<file path="src/hw/rtl/ppcm_pkg.sv">
// Shared constants and types for the periodic pair cutoff mapper.
// Holds the register map, fixed field widths and reset values.
// No dependencies.
package ppcm_pkg;

   localparam int MARGIN         = 28;
   localparam int ROUND_SHIFT    = 28;
   localparam int BOX_BITS       = 24;
   localparam int CUT_BITS       = 48;
   localparam int SCALE_BITS     = 24;
   localparam int IMG_BITS       = 13;
   localparam int CSR_INDEX_BITS = 3;
   localparam int CSR_DATA_BITS  = 48;

   typedef enum logic [CSR_INDEX_BITS-1:0] {
      CSR_BOX_WIDTH      = 3'd0,
      CSR_BOX_HEIGHT     = 3'd1,
      CSR_CUTOFF_SQUARED = 3'd2,
      CSR_SCALE_X        = 3'd3,
      CSR_SCALE_Y        = 3'd4,
      CSR_IMAGE_HEIGHT   = 3'd5
   } csr_index_type;

   localparam logic [BOX_BITS-1:0]   BOX_WIDTH_RESET      = 24'd409600;
   localparam logic [BOX_BITS-1:0]   BOX_HEIGHT_RESET     = 24'd409600;
   localparam logic [CUT_BITS-1:0]   CUTOFF_SQUARED_RESET = 48'd63795610;
   localparam logic [SCALE_BITS-1:0] SCALE_X_RESET        = 24'd65536;
   localparam logic [SCALE_BITS-1:0] SCALE_Y_RESET        = 24'd65536;
   localparam logic [IMG_BITS-1:0]   IMAGE_HEIGHT_RESET   = 13'd512;

endpackage

</file>
<file path="src/hw/rtl/ppcm_pixel_map.sv">
// Three-stage coordinate to pixel mapper: multiply, round half up, offset and saturate.
// Optional y flip against the image height.
// Depends on ppcm_pkg.
module ppcm_pixel_map #(
   parameter int IN_BITS    = 25,
   parameter int PIXEL_BITS = 12,
   parameter bit FLIP       = 1'b0
) (
   input  logic                             clock,
   input  logic                             en,
   input  logic [IN_BITS-1:0]               coord,
   input  logic [ppcm_pkg::SCALE_BITS-1:0]  scale,
   input  logic [ppcm_pkg::IMG_BITS-1:0]    image_height,
   output logic [PIXEL_BITS-1:0]            pixel
);
   import ppcm_pkg::*;

   localparam int PW = IN_BITS + SCALE_BITS;
   localparam int RW = PW + 1 - ROUND_SHIFT;
   localparam int VW = ((RW > IMG_BITS) ? RW : IMG_BITS) + 2;
   localparam logic signed [VW-1:0] MARGIN_S  = VW'(MARGIN);
   localparam logic signed [VW-1:0] PIX_MAX_S = VW'((1 << PIXEL_BITS) - 1);
   localparam logic [PW:0]          HALF      = (PW+1)'(1) << (ROUND_SHIFT - 1);

   logic [PW-1:0]         prod_ff;
   logic [PW:0]           sum_in;
   logic [RW-1:0]         round_ff;
   logic signed [VW-1:0]  ih_s;
   logic signed [VW-1:0]  r_s;
   logic signed [VW-1:0]  val_in;
   logic [PIXEL_BITS-1:0] pixel_in;
   logic [PIXEL_BITS-1:0] pixel_ff;

   assign sum_in = {1'b0, prod_ff} + HALF;
   assign ih_s   = $signed({{(VW-IMG_BITS){1'b0}}, image_height});
   assign r_s    = $signed({{(VW-RW){1'b0}}, round_ff});

   always_comb begin
      if (FLIP) begin
         val_in = ih_s - MARGIN_S - r_s;
      end else begin
         val_in = MARGIN_S + r_s;
      end
      if (val_in < 0) begin
         pixel_in = '0;
      end else if (val_in > PIX_MAX_S) begin
         pixel_in = '1;
      end else begin
         pixel_in = val_in[PIXEL_BITS-1:0];
      end
   end

   always_ff @(posedge clock) begin
      if (en) begin
         prod_ff  <= PW'(coord) * PW'(scale);
         round_ff <= sum_in[PW:ROUND_SHIFT];
         pixel_ff <= pixel_in;
      end
   end

   assign pixel = pixel_ff;

endmodule

</file>
<file path="config.mk">
export PLATFORM = sky130hd
export DESIGN_NAME = ppcm_pixel_map
export DESIGN_NICKNAME = d
export VERILOG_FILES = /design/src/hw/rtl/ppcm_pkg.sv /design/src/hw/rtl/ppcm_pixel_map.sv
export SDC_FILE = /design/constraint.sdc
export NUM_CORES = 1
export LEC_CHECK = 0
export BUFFER_PORTS_ARGS = -buffer_cell sky130_fd_sc_hd__buf_2
export CORE_MARGIN = 2
export CORE_UTILIZATION = 45
export CTS_BUF_LIST = sky130_fd_sc_hd__clkbuf_16
export CTS_CLUSTER_SIZE = 30
export DETAILED_ROUTE_END_ITERATION = 12
export GPL_ROUTABILITY_DRIVEN = 0
export PLACE_DENSITY_LB_ADDON = 0.08
export SETUP_SLACK_MARGIN = 0.02
export SLEW_MARGIN = 20
export SYNTH_ARGS = -nofsm -noshare
export SYNTH_HDL_FRONTEND = slang
export SYNTH_SLANG_ARGS = --single-unit
</file>
<file path="constraint.sdc">
create_clock -name clock -period 9.4 [get_ports clock]
set_input_delay 1.88 -clock clock [delete_from_list [all_inputs] [get_ports clock]]
set_output_delay 1.88 -clock clock [all_outputs]
set_load 0.05 [all_outputs]
</file>
## Yosys cells after proc, flatten, opt, wreduce, memory -nomap -nowiden

Cells that the tools add are included.

- Bits in registers: 83
- Bits of input ports: 64
- Output and inout bits: 12
- Logic and storage cells: 9

- Add/subtract/negate cells: 2
- $mul: 1
- Magnitude comparators: 2
- Multiplexer cells: 1

Operators with widths:

| cell | number |
|---|---|
| $add 49x28->50 const B | 1 |
| $mul 25x24->49 | 1 |
| $add 5x22->23 const A | 1 |
| $gt 23x12->1 const B | 1 |
| $lt 23x1->1 const B | 1 |
| $mux 12 | 1 |

## Longest topological paths before layout

- Word-level depth: 3
- Depth in mapped cells: 26
- Mapped depth without buffers: 24

## Worst setup path before layout

No wires, ideal clock.

- Path kind: input to register
- From: input port scale[3] (netlist name)
- To: register prod_ff[47], data pin
- Setup time: 0.135 ns
- Arrival time: 8.198 ns
- Required time: 9.265 ns
- Setup slack: 1.068 ns
- Stages on the path: 25
- Buffers on the path: 3
- Cell sequence: clkbuf_1 clkbuf_1 nand2_1 fa_1 inv_1 fa_1 inv_1 fa_1 inv_1 fa_1 inv_1 fa_1 inv_1 fa_1 fa_1 ha_1 buf_4 nand2_1 nor2_1 nand3_1 or4b_4 nand2_4 a211oi_4 or4_1 nand3_1

- Cells in the longest elaborated chain, start to end: 1

Ends and longest elaborated chain:

| item | line | RTL |
|---|---|---|
| start: declaration | ppcm_pixel_map.sv:12 | `input logic [ppcm_pkg::SCALE_BITS-1:0] scale,` |
| $mul 25x24->49 | ppcm_pixel_map.sv:55 | `prod_ff <= PW'(coord) * PW'(scale);` |
| end signal: assignment | ppcm_pixel_map.sv:55 |  |
| end: declaration | ppcm_pixel_map.sv:25 | `logic [PW-1:0] prod_ff;` |

No other way between the ends.
A chain may end at the register's enable or synchronous reset.

## Final worst setup path

- From: input port scale[9] (netlist name)
- To: register prod_ff[48], data pin

Same word-level chain as after synthesis.

==> flow_summary.json <==
{
  "clockRootBuffer": "clkbuf_16",
  "setup.worst_path.start": "scale[9]",
  "mostFrequentLayoutCells": "inv_1, fa_1, nand2_1, and2_1, ha_1",
  "status": "complete, no violations",
  "final_common_cell": "inv_1",
  "rsz0062_at_grt": "no",
  "rr_endpoint": "pixel[11]$_SDFFCE_PN1P_",
  "path_cells": "buf_2 -> nand2_1 -> fa_1 -> fa_1 -> inv_1 -> fa_1 -> fa_1 -> fa_1 -> fa_1 -> inv_1 -> fa_1 -> inv_1 -> ha_1 -> a21oi_1 -> o21ai_0 -> nor4_1 -> a21boi_0 -> a2111oi_0 -> buf_4 -> o22a_1 -> a31oi_1 -> xnor2_1",
  "netlist-cell-type-count": 63,
  "cp_max_fo": 25,
  "setup_viol": 0,
  "die_x_um": 225,
  "port_buffers": 62,
  "drtIter0Drc": 835,
  "skew_ps": 6.54,
  "ff2ff_setup_slack_ps": 6430,
  "cts-resized-gates": 0,
  "initial_core_util_pct": 45.8,
  "drt_pass1_iterations": 5,
  "crit_type": "primary input to register",
  "ys_seq_area_share_pct": 7.68,
  "grt_max_degree": 57,
  "grt-ovfl-total": 0,
  "cts_buffer_depth": 2,
  "final.period_utilization_pct": 94.9,
  "die_area_um2": 50400,
  "hold_depth": 1,
  "ant_nets": 0,
  "critPathLaunchType": "primary input",
  "async_reset_ff_share_pct": 0,
  "ctsHoldBuffers": 0,
  "grt_pass1_wl_mm": 90.9,
  "areaGrowthSynthToFinish_pct": 4.49,
  "drive_gt1_share_pct": 4.48,
  "rows": 80,
  "cpMostUsedCell": "fa_1",
  "post_cts_buffers": 0,
  "synth_cells": 2404,
  "drv_slew": 0,
  "yosys_most_used_dff": "edfxtp_1",
  "h-tree-depth": 2,
  "crit_end": "prod_ff[48]$_DFFE_PP_",
  "min_path_type": "register to register",
  "viasPerCell": 5.19,
  "setup-tns-final_ps": 0,
  "fin_crit_ps": 8920,
  "clock-sinks": 56,
  "nets": 3128,
  "synth-edff-count": 56,
  "cpMaxStageDelayCell": "buf_2",
  "mappedNetlistArea_um2": 21900,
  "die_y_um": 225,
  "synth.net_count": 3145,
  "drv_cap": 0,
  "ys_ff_latch": 56,
  "fin_area_um2": 22900,
  "synth-warning-count": 0,
  "core_region_area_um2": 47800,
  "antenna_found_initial": 1,
  "num_vias": 15600,
  "r2r_start": "round_ff[2]$_DFFE_PP_",
  "crit_arrival_ps": 8950,
  "endpoint_kind": "register",
  "dp_hpwl_mm": 44.2,
  "hold_slack_ps": 553,
  "max_freq_mhz": 112,
  "cp.required_ps": 9430,
  "wl_per_cell_um": 18.4,
  "drt_wl_total_mm": 55.1,
  "relSlewSlack_pct": 41.6,
  "pin_count": 76,
  "critPathMaxStageDelay_ps": 630,
  "clk_latency_ps": 280,
  "cts_inserted_buffers": 5,
  "tightest_slew_ps": 875,
  "hold_viol_final": 0,
  "postPlaceCellArea_um2": 22700,
  "syn_avg_cell_area_um2": 9.11,
  "reg2reg_depth": 10,
  "gr-usage-all-layers_pct": 23.0,
  "drc": 0,
  "tritoncts": "done",
  "grt_pass1_vias": 16900,
  "path_clk_slew_ps": 70
}
## critical path: cells and delay by family
kind	cells	cell delay, ps
xor+xnor	1	100
fa+ha+maj	8	3950
compound gates	6	1480
buf+inv	5	950
simple gates	2	530
## registers in the layout, summed over array words and instances, names as in the netlist
register,cells
round_ff,22
prod_ff,22
pixel,12
## final cells by class
type	count	area (µm²)
timing repair buffer	86	493
inverter	590	2210
clock buffer	5	125
clock inverter	2	12.5
tap	615	769
multi-input combinational	1648	17600
antenna	1	2.50
fill	4641	25000
sequential	56	1680
## through the flow
stage	util [%]	worst slack, ps	std cells
final	47.8	483	3003
after global routing	47.8	231	3002
after CTS	47.8	550	3002
after detailed placement	47.5	268	2995
after global placement	47.5	491	2995
after floorplan	-	1070	2404
## worst min path at each step
stage | start | to | slack [ps]
2_1_floorplan | round_ff[1]$_DFFE_PP_ | pixel[1]$_SDFFCE_PN1P_ | 510
3_3_place_gp | round_ff[1]$_DFFE_PP_ | pixel[1]$_SDFFCE_PN1P_ | 540
3_5_place_dp | round_ff[1]$_DFFE_PP_ | pixel[1]$_SDFFCE_PN1P_ | 540
4_1_cts | round_ff[1]$_DFFE_PP_ | pixel[1]$_SDFFCE_PN1P_ | 560
5_1_grt | round_ff[1]$_DFFE_PP_ | pixel[1]$_SDFFCE_PN1P_ | 590
6_report | round_ff[1]$_DFFE_PP_ | pixel[1]$_SDFFCE_PN1P_ | 550
## kinds of logic (layout without fill, tap and decap cells)
family | count (synthesis) | in the layout | synth area share (%)
simple gates | 771 | 771 | 17.8
buf+inv | 700 | 683 | 12.0
fa+ha+maj | 677 | 677 | 55.9
compound gates | 151 | 151 | 4.57
flops | 56 | 56 | 7.68
xor+xnor | 49 | 49 | 1.96
other cells | 0 | 1 | 0
## metal layers
metal	wire, µm	track usage [%]	vias up
met5	0	0	-
met4	575	2.97	0
met3	2040	1.35	56
met2	26700	39.5	313
met1	25800	33.3	8147
li1	-	-	7057
## synth_stat cells, types with 9 or more instances
library cell    n  area, µm²
nand2_1       336       1260
clkbuf_1      104        390
xnor2_1        32        280
nor3_1         11       55.1
a21o_1         20        150
xor2_1         17        149
fa_1          503      10100
nand3_1        26        130
and3_1          9       56.3
ha_1          174       2180
nand4_1        15       93.8
nor2_1         31        116
a21oi_1        40        200
edfxtp_1       56       1680
inv_1         590       2210
and2_1        305       1910
o21ai_0        34        170
Power is not shown: default switching activity piles up to over one toggle a cycle in this logic, so the estimate is an artifact.
